$ cat config.mk
export PLATFORM = sky130hd
export DESIGN_NAME = termcap_field_parser_top
export DESIGN_NICKNAME = d
export VERILOG_FILES = /design/src/rtl/tfp_pkg.sv /design/src/rtl/termcap_field_parser_top.sv /design/src/rtl/tfp_core.sv /design/src/rtl/tfp_outbuf.sv
export VERILOG_INCLUDE_DIRS = /design/src /design/src/rtl
export SDC_FILE = /design/constraint.sdc
export NUM_CORES = 1
export LEC_CHECK = 0
export BUFFER_PORTS_ARGS = -buffer_cell sky130_fd_sc_hd__buf_2
export CAP_MARGIN = 20
export CORE_ASPECT_RATIO = 1.5
export CORE_MARGIN = 2
export CORE_UTILIZATION = 56
export CTS_CLUSTER_DIAMETER = 200
export DETAILED_ROUTE_END_ITERATION = 6
export GPL_TIMING_DRIVEN = 0
export PLACE_DENSITY = 0.83
export SLEW_MARGIN = 40
export SYNTH_ARGS = -nofsm -noshare
export SYNTH_HDL_FRONTEND = slang
export SYNTH_SLANG_ARGS = --single-unit
$ cat constraint.sdc
create_clock -name clk -period 6.2 [get_ports clk]
set_input_delay 1.24 -clock clk [delete_from_list [all_inputs] [get_ports clk]]
set_output_delay 1.24 -clock clk [all_outputs]
set_load 0.02 [all_outputs]
$ cat src/rtl/termcap_field_parser_top_macros.svh
`ifndef TERMCAP_FIELD_PARSER_TOP_MACROS_SVH
`define TERMCAP_FIELD_PARSER_TOP_MACROS_SVH

// Check a condition at every clock edge outside reset.
`define TFP_ASSERT_ALWAYS(label, cond, msg) \
  label: assert property (@(posedge clk) disable iff (!rst_n) (cond)) else $error(msg);

// Check that a condition leads to another in the next cycle.
`define TFP_ASSERT_NEXT(label, ante, cons, msg) \
  label: assert property (@(posedge clk) disable iff (!rst_n) (ante) |=> (cons)) else $error(msg);

`endif

$ cat src/rtl/tfp_pkg.sv
`default_nettype none

package tfp_pkg;

  typedef enum logic [2:0] {
    REC_NUM    = 3'd0,
    REC_FLAG   = 3'd1,
    REC_SBYTE  = 3'd2,
    REC_SEND   = 3'd3,
    REC_CANCEL = 3'd4
  } rec_kind_t;

  typedef enum logic [9:0] {
    PH_SKIP     = 10'b00_0000_0001,
    PH_FIELD    = 10'b00_0000_0010,
    PH_NAME1    = 10'b00_0000_0100,
    PH_AFTER    = 10'b00_0000_1000,
    PH_NUMFIRST = 10'b00_0001_0000,
    PH_NUM      = 10'b00_0010_0000,
    PH_STR      = 10'b00_0100_0000,
    PH_CARET    = 10'b00_1000_0000,
    PH_BSL      = 10'b01_0000_0000,
    PH_OCT      = 10'b10_0000_0000
  } phase_t;

  localparam int KIND_W = 3;
  localparam int CHAR_W = 8;

  localparam logic [7:0] CH_NUL    = 8'h00;
  localparam logic [7:0] CH_COLON  = 8'h3A;
  localparam logic [7:0] CH_AT     = 8'h40;
  localparam logic [7:0] CH_HASH   = 8'h23;
  localparam logic [7:0] CH_EQ     = 8'h3D;
  localparam logic [7:0] CH_CARET  = 8'h5E;
  localparam logic [7:0] CH_BSLASH = 8'h5C;
  localparam logic [7:0] CH_ZERO   = 8'h30;
  localparam logic [7:0] CH_NINE   = 8'h39;
  localparam logic [7:0] CH_UPPER_E = 8'h45;
  localparam logic [7:0] CH_LOWER_N = 8'h6E;
  localparam logic [7:0] CH_LOWER_R = 8'h72;
  localparam logic [7:0] CH_LOWER_T = 8'h74;
  localparam logic [7:0] CH_LOWER_B = 8'h62;
  localparam logic [7:0] CH_LOWER_F = 8'h66;

  localparam logic [7:0] CTRL_MASK = 8'o037;
  localparam logic [7:0] CODE_ESC  = 8'h1B;
  localparam logic [7:0] CODE_LF   = 8'h0A;
  localparam logic [7:0] CODE_CR   = 8'h0D;
  localparam logic [7:0] CODE_TAB  = 8'h09;
  localparam logic [7:0] CODE_BS   = 8'h08;
  localparam logic [7:0] CODE_FF   = 8'h0C;

  function automatic logic is_digit(input logic [7:0] b);
    return (b >= CH_ZERO) && (b <= CH_NINE);
  endfunction

  function automatic logic [7:0] bsl_map(input logic [7:0] b);
    logic [7:0] m;
    case (b)
      CH_UPPER_E: m = CODE_ESC;
      CH_LOWER_N: m = CODE_LF;
      CH_LOWER_R: m = CODE_CR;
      CH_LOWER_T: m = CODE_TAB;
      CH_LOWER_B: m = CODE_BS;
      CH_LOWER_F: m = CODE_FF;
      default:    m = b;
    endcase
    return m;
  endfunction

endpackage

`default_nettype wire

$ cat src/rtl/termcap_field_parser_top.sv
// Channel   Ports                                   Direction  Handshake
// in        in_entry_byte                           input      in_valid / in_stall
// out       out_record_kind, out_cap_first_char,    output     out_valid / out_stall
//           out_cap_second_char, out_record_value,
//           out_number_saturated
//
// One byte is taken every cycle while in_stall is low; its result is pushed to the buffer with it.
// A second result from one byte (octal escape closed on a record byte) waits in a one-record
// hold; while a result is held, each byte pushes the held one out and holds its own.
// in_stall rises only when both the output register and its skid stage are full.
// rst_n is synchronous: it returns the parser to the terminal-name field and empties all buffers.
`default_nettype none

module termcap_field_parser_top
  import tfp_pkg::*;
#(
  parameter int VALUE_WIDTH = 16
) (
  input  wire logic                   clk,
  input  wire logic                   rst_n,
  input  wire logic                   in_valid,
  output logic                        in_stall,
  input  wire logic [7:0]             in_entry_byte,
  output logic                        out_valid,
  input  wire logic                   out_stall,
  output logic [2:0]                  out_record_kind,
  output logic [7:0]                  out_cap_first_char,
  output logic [7:0]                  out_cap_second_char,
  output logic [VALUE_WIDTH-1:0]      out_record_value,
  output logic                        out_number_saturated
);

  localparam int REC_W = KIND_W + 2 * CHAR_W + VALUE_WIDTH + 1;

  logic             acc;
  logic             rec_valid;
  logic [REC_W-1:0] rec_data;
  logic [REC_W-1:0] out_data;
  logic             buf_full;

  assign in_stall = buf_full;
  assign acc      = in_valid && !buf_full;

  tfp_core #(
    .VALUE_WIDTH(VALUE_WIDTH)
  ) u_core (
    .clk       (clk),
    .rst_n     (rst_n),
    .acc       (acc),
    .entry_byte(in_entry_byte),
    .rec_valid (rec_valid),
    .rec_data  (rec_data)
  );

  tfp_outbuf #(
    .DATA_WIDTH(REC_W)
  ) u_outbuf (
    .clk      (clk),
    .rst_n    (rst_n),
    .push     (acc && rec_valid),
    .push_data(rec_data),
    .full     (buf_full),
    .out_valid(out_valid),
    .out_stall(out_stall),
    .out_data (out_data)
  );

  assign out_record_kind      = out_data[REC_W-1 -: KIND_W];
  assign out_cap_first_char   = out_data[REC_W-KIND_W-1 -: CHAR_W];
  assign out_cap_second_char  = out_data[REC_W-KIND_W-CHAR_W-1 -: CHAR_W];
  assign out_record_value     = out_data[VALUE_WIDTH:1];
  assign out_number_saturated = out_data[0];

endmodule

`default_nettype wire

$ cat src/rtl/tfp_core.sv
`default_nettype none

module tfp_core
  import tfp_pkg::*;
#(
  parameter int VALUE_WIDTH = 16,
  localparam int REC_W = KIND_W + 2 * CHAR_W + VALUE_WIDTH + 1
) (
  input  wire logic             clk,
  input  wire logic             rst_n,
  input  wire logic             acc,
  input  wire logic [7:0]       entry_byte,
  output logic                  rec_valid,
  output logic [REC_W-1:0]      rec_data
);

  localparam int SUM_W = VALUE_WIDTH + 4;

  phase_t                  ph_r, ph_nxt;
  logic [7:0]              n1_r, n1_nxt;
  logic [7:0]              n2_r, n2_nxt;
  logic [VALUE_WIDTH-1:0]  num_r, num_nxt;
  logic                    oct_r, oct_nxt;
  logic                    clamp_r, clamp_nxt;
  logic [7:0]              esc_r, esc_nxt;
  logic [1:0]              left_r, left_nxt;
  logic                    held_v_r, held_v_nxt;
  logic [REC_W-1:0]        held_r, held_nxt;

  logic [7:0]              digit;
  logic                    dig_ok;
  logic                    base8;
  logic [SUM_W-1:0]        mul8, mul10, num_sum;
  logic                    ovf;

  logic                    sb_emit;
  rec_kind_t               sb_kind;
  phase_t                  sb_ph;
  logic                    sb_end;

  logic                    f0_v, f1_v, f0_sat, ent_end;
  rec_kind_t               f0_kind, f1_kind;
  logic [VALUE_WIDTH-1:0]  f0_val;
  logic [7:0]              f1_byte;
  logic [REC_W-1:0]        f0_data, f1_data;

  assign digit  = entry_byte - CH_ZERO;
  assign dig_ok = is_digit(entry_byte);
  assign base8  = (ph_r == PH_NUMFIRST) ? (entry_byte == CH_ZERO) : oct_r;
  assign mul8   = {1'b0, num_r, 3'b000};
  assign mul10  = {1'b0, num_r, 3'b000} + {3'b000, num_r, 1'b0};
  assign num_sum = (base8 ? mul8 : mul10) + SUM_W'(digit[3:0]);
  assign ovf    = |num_sum[SUM_W-1:VALUE_WIDTH];

  always_comb begin
    sb_emit = 1'b0;
    sb_kind = REC_SBYTE;
    sb_ph   = PH_STR;
    sb_end  = 1'b0;
    if (entry_byte == CH_NUL) begin
      sb_emit = 1'b1;
      sb_kind = REC_SEND;
      sb_end  = 1'b1;
    end else if (entry_byte == CH_COLON) begin
      sb_emit = 1'b1;
      sb_kind = REC_SEND;
      sb_ph   = PH_FIELD;
    end else if (entry_byte == CH_CARET) begin
      sb_ph = PH_CARET;
    end else if (entry_byte == CH_BSLASH) begin
      sb_ph = PH_BSL;
    end else begin
      sb_emit = 1'b1;
    end
  end

  always_comb begin
    ph_nxt    = ph_r;
    n1_nxt    = n1_r;
    n2_nxt    = n2_r;
    num_nxt   = num_r;
    oct_nxt   = oct_r;
    clamp_nxt = clamp_r;
    esc_nxt   = esc_r;
    left_nxt  = left_r;
    f0_v      = 1'b0;
    f0_kind   = REC_NUM;
    f0_val    = '0;
    f0_sat    = 1'b0;
    f1_v      = 1'b0;
    f1_kind   = REC_SBYTE;
    f1_byte   = 8'h00;
    ent_end   = 1'b0;
    case (ph_r)
      PH_FIELD: begin
        if (entry_byte == CH_NUL) begin
          ent_end = 1'b1;
        end else if (entry_byte != CH_COLON) begin
          n1_nxt = entry_byte;
          ph_nxt = PH_NAME1;
        end
      end
      PH_NAME1: begin
        if (entry_byte == CH_NUL) begin
          ent_end = 1'b1;
        end else if (entry_byte == CH_COLON) begin
          ph_nxt = PH_FIELD;
        end else begin
          n2_nxt = entry_byte;
          ph_nxt = PH_AFTER;
        end
      end
      PH_AFTER: begin
        if (entry_byte == CH_AT) begin
          f0_v    = 1'b1;
          f0_kind = REC_CANCEL;
          ph_nxt  = PH_SKIP;
        end else if (entry_byte == CH_HASH) begin
          num_nxt   = '0;
          clamp_nxt = 1'b0;
          oct_nxt   = 1'b0;
          ph_nxt    = PH_NUMFIRST;
        end else if (entry_byte == CH_COLON) begin
          f0_v    = 1'b1;
          f0_kind = REC_FLAG;
          ph_nxt  = PH_FIELD;
        end else if (entry_byte == CH_NUL) begin
          f0_v    = 1'b1;
          f0_kind = REC_FLAG;
          ent_end = 1'b1;
        end else if (entry_byte == CH_EQ) begin
          ph_nxt = PH_STR;
        end else begin
          ph_nxt = PH_SKIP;
        end
      end
      PH_NUMFIRST, PH_NUM: begin
        if (ph_r == PH_NUMFIRST) begin
          oct_nxt = (entry_byte == CH_ZERO);
        end
        if (dig_ok) begin
          num_nxt   = ovf ? '1 : num_sum[VALUE_WIDTH-1:0];
          clamp_nxt = clamp_r | ovf;
          ph_nxt    = PH_NUM;
        end else begin
          f0_v    = 1'b1;
          f0_kind = REC_NUM;
          f0_val  = num_r;
          f0_sat  = clamp_r;
          if (entry_byte == CH_NUL) begin
            ent_end = 1'b1;
          end else if (entry_byte == CH_COLON) begin
            ph_nxt = PH_FIELD;
          end else begin
            ph_nxt = PH_SKIP;
          end
        end
      end
      PH_STR: begin
        f0_v    = sb_emit;
        f0_kind = sb_kind;
        f0_val  = (sb_kind == REC_SBYTE) ? VALUE_WIDTH'(entry_byte) : '0;
        ph_nxt  = sb_ph;
        ent_end = sb_end;
      end
      PH_CARET: begin
        f0_v = 1'b1;
        if (entry_byte == CH_NUL) begin
          f0_kind = REC_SEND;
          ent_end = 1'b1;
        end else begin
          f0_kind = REC_SBYTE;
          f0_val  = VALUE_WIDTH'(entry_byte & CTRL_MASK);
          ph_nxt  = PH_STR;
        end
      end
      PH_BSL: begin
        if (entry_byte == CH_NUL) begin
          f0_v    = 1'b1;
          f0_kind = REC_SEND;
          ent_end = 1'b1;
        end else if (dig_ok) begin
          esc_nxt  = digit;
          left_nxt = 2'd2;
          ph_nxt   = PH_OCT;
        end else begin
          f0_v    = 1'b1;
          f0_kind = REC_SBYTE;
          f0_val  = VALUE_WIDTH'(bsl_map(entry_byte));
          ph_nxt  = PH_STR;
        end
      end
      PH_OCT: begin
        if (entry_byte == CH_NUL) begin
          f0_v    = 1'b1;
          f0_kind = REC_SEND;
          ent_end = 1'b1;
        end else if (left_r >= 2'd2) begin
          esc_nxt  = {esc_r[4:0], 3'b000} | digit;
          left_nxt = 2'd1;
        end else if (dig_ok) begin
          esc_nxt  = {esc_r[4:0], 3'b000} | digit;
          left_nxt = 2'd0;
          f0_v     = 1'b1;
          f0_kind  = REC_SBYTE;
          f0_val   = VALUE_WIDTH'({esc_r[4:0], 3'b000} | digit);
          ph_nxt   = PH_STR;
        end else begin
          left_nxt = 2'd0;
          f0_v     = 1'b1;
          f0_kind  = REC_SBYTE;
          f0_val   = VALUE_WIDTH'(esc_r);
          f1_v     = sb_emit;
          f1_kind  = sb_kind;
          f1_byte  = (sb_kind == REC_SBYTE) ? entry_byte : 8'h00;
          ph_nxt   = sb_ph;
          ent_end  = sb_end;
        end
      end
      default: begin
        if (entry_byte == CH_NUL) begin
          ent_end = 1'b1;
        end else if (entry_byte == CH_COLON) begin
          ph_nxt = PH_FIELD;
        end else begin
          ph_nxt = PH_SKIP;
        end
      end
    endcase
    if (ent_end) begin
      ph_nxt    = PH_SKIP;
      n1_nxt    = 8'h00;
      n2_nxt    = 8'h00;
      num_nxt   = '0;
      oct_nxt   = 1'b0;
      clamp_nxt = 1'b0;
      esc_nxt   = 8'h00;
      left_nxt  = 2'd0;
    end
  end

  assign f0_data = {f0_kind, n1_r, n2_r, f0_val, f0_sat};
  assign f1_data = {f1_kind, n1_r, n2_r, VALUE_WIDTH'(f1_byte), 1'b0};

  always_comb begin
    rec_valid  = held_v_r | f0_v;
    rec_data   = held_v_r ? held_r : f0_data;
    held_v_nxt = held_v_r ? f0_v : f1_v;
    held_nxt   = held_v_r ? f0_data : f1_data;
  end

  always_ff @(posedge clk) begin
    if (!rst_n) begin
      ph_r     <= PH_SKIP;
      n1_r     <= 8'h00;
      n2_r     <= 8'h00;
      num_r    <= '0;
      oct_r    <= 1'b0;
      clamp_r  <= 1'b0;
      esc_r    <= 8'h00;
      left_r   <= 2'd0;
      held_v_r <= 1'b0;
    end else if (acc) begin
      ph_r     <= ph_nxt;
      n1_r     <= n1_nxt;
      n2_r     <= n2_nxt;
      num_r    <= num_nxt;
      oct_r    <= oct_nxt;
      clamp_r  <= clamp_nxt;
      esc_r    <= esc_nxt;
      left_r   <= left_nxt;
      held_v_r <= held_v_nxt;
    end
  end

  always_ff @(posedge clk) begin
    if (acc) begin
      held_r <= held_nxt;
    end
  end

endmodule

`default_nettype wire

$ cat src/rtl/tfp_outbuf.sv
`default_nettype none

`include "termcap_field_parser_top_macros.svh"

module tfp_outbuf
  import tfp_pkg::*;
#(
  parameter int DATA_WIDTH = 36
) (
  input  wire logic                  clk,
  input  wire logic                  rst_n,
  input  wire logic                  push,
  input  wire logic [DATA_WIDTH-1:0] push_data,
  output logic                       full,
  output logic                       out_valid,
  input  wire logic                  out_stall,
  output logic [DATA_WIDTH-1:0]      out_data
);

  logic                  main_v_r, main_v_nxt;
  logic                  skid_v_r, skid_v_nxt;
  logic [DATA_WIDTH-1:0] main_r, main_nxt;
  logic [DATA_WIDTH-1:0] skid_r, skid_nxt;
  logic                  pop;

  assign pop       = main_v_r && !out_stall;
  assign full      = skid_v_r;
  assign out_valid = main_v_r;
  assign out_data  = main_r;

  always_comb begin
    main_v_nxt = main_v_r;
    skid_v_nxt = skid_v_r;
    main_nxt   = main_r;
    skid_nxt   = skid_r;
    if (skid_v_r) begin
      if (pop) begin
        main_nxt   = skid_r;
        skid_v_nxt = 1'b0;
      end
    end else if (push) begin
      if (!main_v_r || pop) begin
        main_nxt   = push_data;
        main_v_nxt = 1'b1;
      end else begin
        skid_nxt   = push_data;
        skid_v_nxt = 1'b1;
      end
    end else if (pop) begin
      main_v_nxt = 1'b0;
    end
  end

  always_ff @(posedge clk) begin
    if (!rst_n) begin
      main_v_r <= 1'b0;
      skid_v_r <= 1'b0;
    end else begin
      main_v_r <= main_v_nxt;
      skid_v_r <= skid_v_nxt;
    end
  end

  always_ff @(posedge clk) begin
    main_r <= main_nxt;
    skid_r <= skid_nxt;
  end

  `TFP_ASSERT_ALWAYS(a_skid_behind_main, !skid_v_r || main_v_r, "skid holds a request with main empty")
  `TFP_ASSERT_ALWAYS(a_no_push_when_full, !(push && skid_v_r), "request pushed into full buffer")
  `TFP_ASSERT_NEXT(a_skid_drains, skid_v_r && !out_stall, !skid_v_r, "skid did not drain on pop")
  `TFP_ASSERT_NEXT(a_stalled_push_to_skid, push && main_v_r && out_stall, skid_v_r, "stalled request lost")

endmodule

`default_nettype wire

* Word level (Yosys, flattened, before mapping)
Index checks and enable logic that the tools add are counted.
W data, S select, Z words.
** Cells by class
- Add/subtract/negate cells :: 3
- Magnitude comparators :: 3
- Equality and inequality tests :: 41
- Mux-type cells :: 131
- Bitwise gates (word level) :: 6
- Reductions and logical operators :: 29
** Operator list (count)
- $mux W36 :: 6
- $mux W10 :: 19
- $mux W8 :: 21
- $mux W16 :: 10
- $pmux W10 S8 :: 1
- $pmux W16 S5 :: 1
- $eq A8 B7 Y1 const B :: 9
- $pmux W8 S6 :: 1
- $mux W1 :: 42
- $eq A8 B6 Y1 const B :: 4
- $pmux W16 S2 :: 1
- $mux W3 :: 10
- $ne A3 B2 Y1 const B :: 7
- $add A19 B17 Y20 :: 1
- $add A20 B4 Y20 :: 1
- $mux W20 :: 1
- $or A8 B8 Y8 :: 2
- $pmux W8 S2 :: 1
- $pmux W3 S5 :: 1
- $mux W2 :: 7
- $ne A3 B1 Y1 const B :: 4
- $reduce_and A4 Y1 :: 3
- $reduce_bool A2 Y1 :: 6
- $eq A10 B10 Y1 const B :: 1
- 39 further kinds :: 53
** Storage, ports and cells
- Register bits :: 165
- Bits of input ports :: 12
- Word-level logic and storage cells :: 228

* Logic depth before layout (Yosys ltp)
Gate-level depths: netlist of run 1.
- Depth after elaboration :: 10
- Gate-level depth with buffers :: 17
- Gate-level depth less buffers :: 15

* Cells and area by module
Synthesis of run 1 repeated with hierarchy kept, for this count alone.
** Unflattened totals
- Cells, all modules :: 856
- Area, all modules :: 8973.6 µm²
** Modules (own cells, without submodules)
- tfp_core :: instances 1, cells an instance 729, area an instance 6239.7 µm²
- tfp_outbuf :: instances 1, cells an instance 125, area an instance 2718.9 µm²
- termcap_field_parser_top :: instances 1, cells an instance 2, area an instance 15.0 µm²

* Worst setup path after synthesis of run 1
No wires, ideal clock.
- Path kind :: input port to flip-flop
- Start point :: input port in_entry_byte[3]
- End point :: register u_outbuf.main_r[0], in the netlist u_outbuf.out_data[0], enable pin
- Setup time :: 485 ps
- Arrival :: 5684 ps
- Path slack :: 31 ps
- Stages on the path :: 9
- Buffers on the path :: 2
- Cell sequence :: clkbuf_1 > or4_1 > or3_1 > clkbuf_1 > a21oi_1 > nor3_1 > o211ai_1 > o21ai_0 > a21boi_0
** On the way
- Longest elaborated chain between the ends :: 10
- Elaborated cells on any way between the ends :: 25
** Ends and longest elaborated chain
- start, declared :: line termcap_field_parser_top.sv:23 : input wire logic [7:0] in_entry_byte,
- branches (longest 5 deep; another with $ge A8 B6 Y1)
- $pmux W1 S6 * :: line tfp_core.sv:94 : case (ph_r)
- $or A1 B1 Y1 * :: line tfp_core.sv:246 : rec_valid = held_v_r | f0_v;
- $logic_and A1 B1 Y1 * :: line termcap_field_parser_top.sv:60 : .push (acc && rec_valid),
- $reduce_bool A2 Y1 (no line) *
- $reduce_and A3 Y1 (no line) *
- end signal, assigned :: line tfp_outbuf.sv:65 : main_r <= main_nxt;
- end, declared :: line tfp_outbuf.sv:22 : logic [DATA_WIDTH-1:0] main_r, main_nxt;
Every way passes the cells marked *.
A chain may end at the register's enable or synchronous reset.

* Worst setup path after layout of run 1
- Start point :: input port in_entry_byte[5]
- End point :: register u_core.num_r[15]
** On the way
- Longest elaborated chain between the ends :: 9
- Elaborated cells on any way between the ends :: 29
** Ends and longest elaborated chain
- $eq A8 B6 Y1 :: line tfp_core.sv:49 : assign base8 = (ph_r == PH_NUMFIRST) ? (entry_byte == CH_ZERO) : oct_r;
- $mux W1 :: line tfp_core.sv:49
- $mux W20 :: line tfp_core.sv:52 : assign num_sum = (base8 ? mul8 : mul10) + SUM_W'(digit[3:0]);
- $add A20 B4 Y20 :: line tfp_core.sv:52
- $reduce_or A4 Y1 :: line tfp_core.sv:53 : assign ovf = |num_sum[SUM_W-1:VALUE_WIDTH];
- $mux W16 :: line tfp_core.sv:142 : num_nxt = ovf ? '1 : num_sum[VALUE_WIDTH-1:0];
- $mux W16 :: line tfp_core.sv:141 : if (dig_ok) begin
- $pmux W16 S2 :: line tfp_core.sv:94
- $mux W16 :: line tfp_core.sv:230 : if (ent_end) begin
- end signal, assigned :: line tfp_core.sv:267 : num_r <= num_nxt;
- end, declared :: line tfp_core.sv:22 : logic [VALUE_WIDTH-1:0] num_r, num_nxt;
Several ways; a longest one is shown, not always the timed one. The select of a mux whose other input is x is not followed.

==> results.py, run 1 <==
metrics = {
    "run_status": {
        "status": "complete, no violations",
    },
    "cts": {
        "cts_buffer_depth": 2,
        "cts-root-buf": "clkbuf_16",
        "cts_tree": "yes",
        "cts_setup_buffers": 0,
        "cts_made_buffers": 17,
        "worstSkewPairLatency_ns": 0.43,
        "clock_sinks": 164,
        "ctsHtreeMaxLevel": 4,
        "cts.reportedPaths.clkPinSlew_ns": 0.07,
        "ctsResizeCount": 0,
        "cts_hold_buf": 0,
    },
    "floorplanning": {
        "start_util": 0.5743,
        "rows": 56,
        "core_sq_um": 15770,
        "die_y_um": 159.7,
        "die_area_sq_um": 17220,
        "die_w_um": 107.8,
        "io_pins": 50,
    },
    "route": {
        "drtAntennaViolNets": 0,
        "met3_length_um": 967,
        "wl_um": 24990,
        "drt_iter0_drc": 587,
        "wl_per_cell_um": 21.58,
        "viasPerCell": 6.269,
        "first_pass_iters": 6,
        "met2_length_um": 13370,
        "top_layer_used": "met4",
        "num_vias": 7260,
        "wl_met1_um": 9595,
        "drc": 0,
    },
    "sta": {
        "max_freq_mhz": 176.4,
        "timing.final.ws_setup_ns": 0.5296,
        "period_needed_ns": 5.670,
        "slew_headroom": 0.4640,
        "setup_violations": 0,
        "finalHoldViolations": 0,
        "rsz0062_at_grt": "false",
        "clock_skew_ns": 0.007714,
        "worst_slew_pin_slew_ns": 0.8040,
        "post-route-period-util": 0.9146,
        "drv_slew": 0,
    },
    "yosys": {
        "synth.area.top_cells": "edfxtp_1, dfxtp_1, mux2_2, a21oi_1, mux2i_1",
        "synthCells": 871,
        "synth.distinct_cells": 73,
        "synth_top_flop_cell": "edfxtp_1",
        "synth_seq_cells": 164,
        "syn_area_per_cell_sq_um": 10.39,
        "netlist.area_leader.share": 0.3582,
        "synth_edf_count": 108,
        "seq_area_frac_synth": 0.4820,
        "yosysWarnings": 0,
        "yosys.area.top_type": "edfxtp_1",
        "synthesis.area_sq_um": 9054,
        "async_reset_ff_frac": 0,
        "synth_nets": 906,
    },
    "setup_path": {
        "rrSetupSlack_ns": 1.12,
        "arrival_ns": 5.98,
        "crit_path_start_kind": "primary input",
        "worstSetupPathType": "primary input to register",
        "r2r_start": "u_core.ph_r[1]$_SDFFE_PN0P_",
        "critPathCaptureType": "register",
        "cp-startpoint": "in_entry_byte[5]",
        "critPathMaxFanout": 10,
        "rr_worst_depth": 17,
        "cp_data_required_time_ns": 6.51,
        "timing.rr.end": "u_core.num_r[15]$_SDFFE_PN0P_",
    },
    "place": {
        "dp_slack_ns": 0.1228,
        "portBuffers": 48,
        "place_congestion": 0.9784,
        "dpl_cell_area_sq_um": 9653,
        "hpwl_um": 18600,
    },
    "power_and_ir_drop": {
        "p_leak_nw": 4.000,
        "peakVddDrop_uv": 187.5,
        "finalPower_mw": 2.257,
        "power_density_nw_per_um2": 220.8,
    },
    "finish": {
        "fillCellCount": 1298,
        "nNetsFinal": 977,
        "drive_above_1_share": 0.1791,
        "area_delta_synth_final_pct": 12.92,
        "seqCellArea_sq_um": 4364,
        "multiInputGateArea_sq_um": 4484,
        "antennaDiodeCount": 0,
        "postLayoutCellArea_sq_um": 10220,
    },
    "global_route": {
        "grt_max_degree": 24,
        "grt_first_pass_wirelength_um": 39370,
        "track_usage": 0.2980,
        "grt_pass1_vias": 7436,
        "grt_overflow": 0,
        "antenna_found_initial": 0,
    },
    "job": {
        "maxCapViolations": 0,
    },
    "hold_path": {
        "hold_path_end": "u_core.held_r[25]$_DFFE_PP_",
        "worstHoldStart": "u_core.n1_r[0]$_SDFFE_PN0P_",
        "min_path_type": "register to register",
        "min_path_cells": 0,
    },
}
-- registers in the layout (all words and copies together) (netlist names) --
| name | count |
|---|---|
| u_core.held_r | 36 |
| u_outbuf.out_data | 36 |
| u_outbuf.skid_r | 36 |
| u_core.num_r | 16 |
| u_core.ph_r | 10 |
| u_core.esc_r | 8 |
| u_core.n1_r | 8 |
| u_core.n2_r | 8 |
| u_core.clamp_r | 1 |
| u_core.held_v_r | 1 |
| u_core.left_r | 1 |
| u_core.oct_r | 1 |
| u_outbuf.full | 1 |
| u_outbuf.out_valid | 1 |
-- kinds of logic after synthesis --
kind of cell / synth area share
AO/OA/AOI/OAI: 0.1538
XOR/XNOR: 0.02709
adder cells (fa/ha/maj): 0.03344
buffers and inverters: 0.02667
flip-flops: 0.4820
multiplexers: 0.1079
AND/OR/NAND/NOR: 0.1690
-- cells in the final DEF, fill, tap and decap left out, types with 16 or more instances in the layout --
cell type,synthesis,final
a21oi_1,67,67
nor2b_1,26,26
nor2_1,62,61
buf_2,1,49
and3_1,16,16
ha_1,21,21
edfxtp_1,108,108
nor3_1,33,32
clkbuf_1,41,42
clkbuf_16,0,17
mux2_2,61,61
mux2i_1,29,29
dfxtp_1,56,56
nand3_1,20,20
o21ai_0,49,48
nand2_1,68,68
-- Yosys cell counts, drive strengths merged (3+ instances only) --
library cell	number
a221oi	5
o211ai	5
and3	16
o31ai	8
nor2b	26
nor4	3
inv	12
edfxtp	108
buf	8
xnor2	15
and2	15
a211oi	12
or4	6
a311oi	5
dfxtp	56
xor2	13
a21o	13
nand4	6
nand4b	5
a21boi	3
a22o	5
mux2i	29
nand2b	5
o22ai	4
a21oi	68
or3	4
nor3b	4
or2	4
o21a	4
a31oi	4
clkbuf	41
mux2	61
o21ai	52
a211o	4
nor4b	6
nor3	33
nor2	62
nand3	20
ha	21
nand2	68
-- how the worst max path moves through the flow --
stage	end	slack, ns	depth (start not counted)
2_1_floorplan	u_outbuf.out_data[0]$_DFFE_PP_	0.03	9
3_3_place_gp	u_outbuf.out_data[12]$_DFFE_PP_	-1.79	10
3_5_place_dp	u_core.num_r[15]$_SDFFE_PN0P_	0.12	18
4_1_cts	u_core.num_r[15]$_SDFFE_PN0P_	0.56	18
5_1_grt	u_core.num_r[15]$_SDFFE_PN0P_	0.34	18
6_report	u_core.num_r[15]$_SDFFE_PN0P_	0.53	18
-- per-layer routing --
metal  track usage  up-vias
li1              -     3424
met1        0.3274     3516
met2        0.5446      257
met3       0.04082       63
met4        0.1562        0
met5             0        -
-- critical path, cell delays in order --
cell and delay [ns]:
buf_2 0.16, ha_1 0.25, or3b_2 0.54, or2_2 0.38, o21a_1 0.24, buf_2 0.22, buf_1 0.29, and2_1 0.25
ha_1 0.20, fa_1 0.40, a21o_1 0.21, nand3_1 0.12, o22ai_1 0.13, a21bo_2 0.26, or4b_4 0.48, a21oi_4 0.29
buf_6 0.20, o211ai_2 0.09
-- power by group --
| part | internal [mW] | switching (mW) |
|---|---|---|
| registers | 1.16 | 0.00368 |
| logic | 0.0211 | 0.0499 |
| clock network | 0.533 | 0.486 |
| total | 1.72 | 0.540 |
-- per-stage QoR --
stage               hold slack, ns  TNS [ns]  cells    util
global placement            0.4381    -76.74   1122  0.6056
detailed placement          0.4471         0   1126  0.6123
global route                0.4812         0   1158  0.6485
CTS                         0.4659         0   1158  0.6482
floorplan                   0.4260         0    871       -
finish                      0.4710         0   1158  0.6485
-- layout make-up --
class | instances | area share
tap | 203 | 0.02484
sequential | 164 | 0.4269
buffer | 49 | 0.01885
clock inverter | 14 | 0.01334
multi-input combinational | 645 | 0.4386
inverter | 13 | 0.004895
clock buffer | 18 | 0.04198
timing repair buffer | 52 | 0.03060
Power figures use the tool's default switching activity.
==> inputs of run 2 (changes only) <==
--- a/config.mk
+++ b/config.mk
@@ -6,15 +6,18 @@
 export SDC_FILE = /design/constraint.sdc
 export NUM_CORES = 1
 export LEC_CHECK = 0
+export ABC_AREA = 1
 export BUFFER_PORTS_ARGS = -buffer_cell sky130_fd_sc_hd__buf_2
 export CAP_MARGIN = 20
+export CELL_PAD_IN_SITES_DETAIL_PLACEMENT = 1
+export CELL_PAD_IN_SITES_GLOBAL_PLACEMENT = 1
 export CORE_ASPECT_RATIO = 1.5
 export CORE_MARGIN = 2
-export CORE_UTILIZATION = 56
+export CORE_UTILIZATION = 42
 export CTS_CLUSTER_DIAMETER = 200
 export DETAILED_ROUTE_END_ITERATION = 6
 export GPL_TIMING_DRIVEN = 0
-export PLACE_DENSITY = 0.83
+export PLACE_DENSITY = 0.82
 export SLEW_MARGIN = 40
 export SYNTH_ARGS = -nofsm -noshare
 export SYNTH_HDL_FRONTEND = slang
==> results.py, run 2 <==
metrics = {
    "run_status": {
        "status": "complete, no violations",
    },
    "power_and_ir_drop": {
        "finalPower_mw": 2.383,
        "power_density_nw_per_um2": 223.7,
        "p_leak_nw": 4.524,
        "peakVddDrop_uv": 185.5,
    },
    "setup_path": {
        "slowest_delay_ns": 0.53,
        "rr_worst_depth": 21,
        "rrSetupSlack_ns": 2.75,
        "arrival_ns": 4.53,
        "cp_data_required_time_ns": 6.38,
        "critPathMaxFanout": 22,
        "worstSetupPathType": "primary input to register",
        "path_cells": "buf_2 -> inv_1 -> ha_1 -> nand4_1 -> clkbuf_1 -> nand2_1 -> o21ai_0 -> inv_1 -> nor4_1 -> a21oi_1 -> a21oi_1 -> nor2_4 -> buf_16",
        "crit_path_start_kind": "primary input",
        "crit_buf_inv": 5,
        "slowest_stage": "nor4_1",
        "r2r_start": "u_core.ph_r[8]$_SDFFE_PN0P_",
        "timing.rr.end": "u_core.num_r[5]$_SDFFE_PN0P_",
        "critPathCaptureType": "register",
        "crit_family": "simple AND/OR/NAND/NOR gates",
    },
    "yosys": {
        "synthCells": 1174,
        "synth_most_common_cell": "nand2_1",
        "synth_edf_count": 108,
        "seq_area_frac_synth": 0.4637,
        "synth_top_flop_cell": "edfxtp_1",
        "synthesis.area_sq_um": 9412,
        "synth.area.top_cells": "edfxtp_1, nand2_1, dfxtp_1, inv_1, o21ai_0",
        "async_reset_ff_frac": 0,
        "synth_nets": 1209,
        "yosys.area.top_type": "edfxtp_1",
        "syn_area_per_cell_sq_um": 8.017,
        "synth_seq_cells": 164,
        "netlist.area_leader.share": 0.3446,
        "synth.distinct_cells": 52,
        "yosysWarnings": 0,
        "synth_common_cells": "nand2_1, inv_1, edfxtp_1",
    },
    "floorplanning": {
        "start_util": 0.4237,
        "die_area_sq_um": 23650,
        "die_w_um": 126.2,
        "io_pins": 50,
        "die_y_um": 187.3,
        "core_sq_um": 22220,
        "rows": 67,
    },
    "finish": {
        "postLayoutCellArea_sq_um": 10650,
        "drive_above_1_share": 0.1457,
        "antennaDiodeCount": 0,
        "nNetsFinal": 1278,
        "area_delta_synth_final_pct": 13.20,
        "fillCellCount": 2692,
        "mostFrequentLayoutCell": "nand2_1",
        "final_cell_mix": "nand2_1, inv_1, edfxtp_1",
    },
    "route": {
        "drc": 0,
        "drtAntennaViolNets": 0,
        "wl_um": 30290,
        "num_vias": 8567,
        "wl_per_cell_um": 19.77,
        "viasPerCell": 5.592,
        "first_pass_iters": 5,
        "drt_iter0_drc": 462,
    },
    "cts": {
        "cts.reportedPaths.clkPinSlew_ns": 0.06,
        "cts-root-buf": "clkbuf_16",
        "cts_tree": "yes",
        "ctsHtreeMaxLevel": 4,
        "cts_made_buffers": 17,
        "worstSkewPairLatency_ns": 0.43,
        "cts_setup_buffers": 0,
        "ctsResizeCount": 0,
        "clock_sinks": 164,
        "cts_buffer_depth": 2,
        "cts_hold_buf": 0,
    },
    "place": {
        "dpl_cell_area_sq_um": 10060,
        "dp_slack_ns": 1.474,
        "place_congestion": 0.9256,
        "portBuffers": 48,
        "hpwl_um": 23130,
    },
    "sta": {
        "max_freq_mhz": 229.9,
        "rsz0062_at_grt": "false",
        "setup_violations": 0,
        "finalHoldViolations": 0,
        "period_needed_ns": 4.349,
        "clock_skew_ns": 0.01321,
        "slew_headroom": 0.4662,
        "post-route-period-util": 0.7015,
        "holdWs_ns": 0.4589,
        "timing.final.ws_setup_ns": 1.851,
        "drv_slew": 0,
        "setup-tns-final_ns": 0,
        "worst_slew_pin_slew_ns": 0.7995,
    },
    "global_route": {
        "track_usage": 0.2604,
        "grt_pass1_vias": 9084,
        "antenna_found_initial": 0,
        "grt_max_degree": 37,
        "grt_overflow": 0,
        "grt_first_pass_wirelength_um": 48390,
    },
    "hold_path": {
        "min_path_type": "register to register",
        "hold_path_end": "u_core.held_r[30]$_DFFE_PP_",
        "min_path_cells": 0,
        "worstHoldStart": "u_core.n1_r[5]$_SDFFE_PN0P_",
    },
    "job": {
        "maxCapViolations": 0,
    },
}
## run 2: cell count changes after synthesis, moves of 14 or more
cell	previous run	this run
a31oi_1	4	18
nand2_1	68	321
nand3_2	0	17
inv_1	12	111
and3_1	16	1
mux2_2	61	0
o21ai_0	49	77
mux2i_1	29	0
nor2_1	62	102
nor2b_1	26	0
nand3_1	20	70
nand2_2	0	18
## run 2: cell type report
cell class,count,area [sq um],share of cell area
plain buffers,43,227.7,0.02137
clock buffers,20,436.7,0.04099
clock inverters,12,155.1,0.01456
inverters,119,447.9,0.04204
multi-input cells,848,4382,0.4113
flip-flops and latches,164,4364,0.4096
well taps,276,345.3,0.03241
repair buffers,50,295.3,0.02772
## run 2: how the worst max path moves through the flow
| stage | from | end | slack [ns] | depth (start not counted) |
|---|---|---|---|---|
| final | in_entry_byte[4] | u_outbuf.out_data[12]$_DFFE_PP_ | 1.85 | 13 |
| after global routing | in_entry_byte[4] | u_outbuf.out_data[14]$_DFFE_PP_ | 1.58 | 13 |
| after CTS | in_entry_byte[2] | u_core.num_r[5]$_SDFFE_PN0P_ | 1.92 | 25 |
| after detailed placement | in_entry_byte[2] | u_core.num_r[5]$_SDFFE_PN0P_ | 1.47 | 25 |
| after global placement | in_entry_byte[4] | u_outbuf.out_data[12]$_DFFE_PP_ | 0.31 | 12 |
| after floorplan | in_entry_byte[4] | u_outbuf.out_data[0]$_DFFE_PP_ | 1.79 | 11 |
## run 2: logic make-up after synthesis
logic type	after synthesis	synth area share
compound gates	218	0.1377
xor+xnor	10	0.009306
fa+ha+maj	23	0.03217
buf+inv	162	0.07152
flops	164	0.4637
simple gates	597	0.2856
## run 2: power by group
group          internal [mW]  switching [mW]  total [mW]
registers               1.17         0.00915        1.18
clock network          0.636           0.445        1.08
logic                 0.0306          0.0883       0.119
total                   1.84           0.543        2.38
## run 2: stage by stage
stage,instances,utilization
final,1532,0.4796
after global routing,1532,0.4796
after CTS,1532,0.4796
after detailed placement,1500,0.4529
after global placement,1498,0.4500
after floorplan,1174,-
## run 2: metal layers
layer  vias to the layer above  GRT usage  routed length, um
met1                      4198     0.2698              11310
met5                         -          0                  0
met2                       205     0.4996              16600
met4                         0     0.1293               1534
li1                       4085          -                  -
met3                        79    0.03890                843
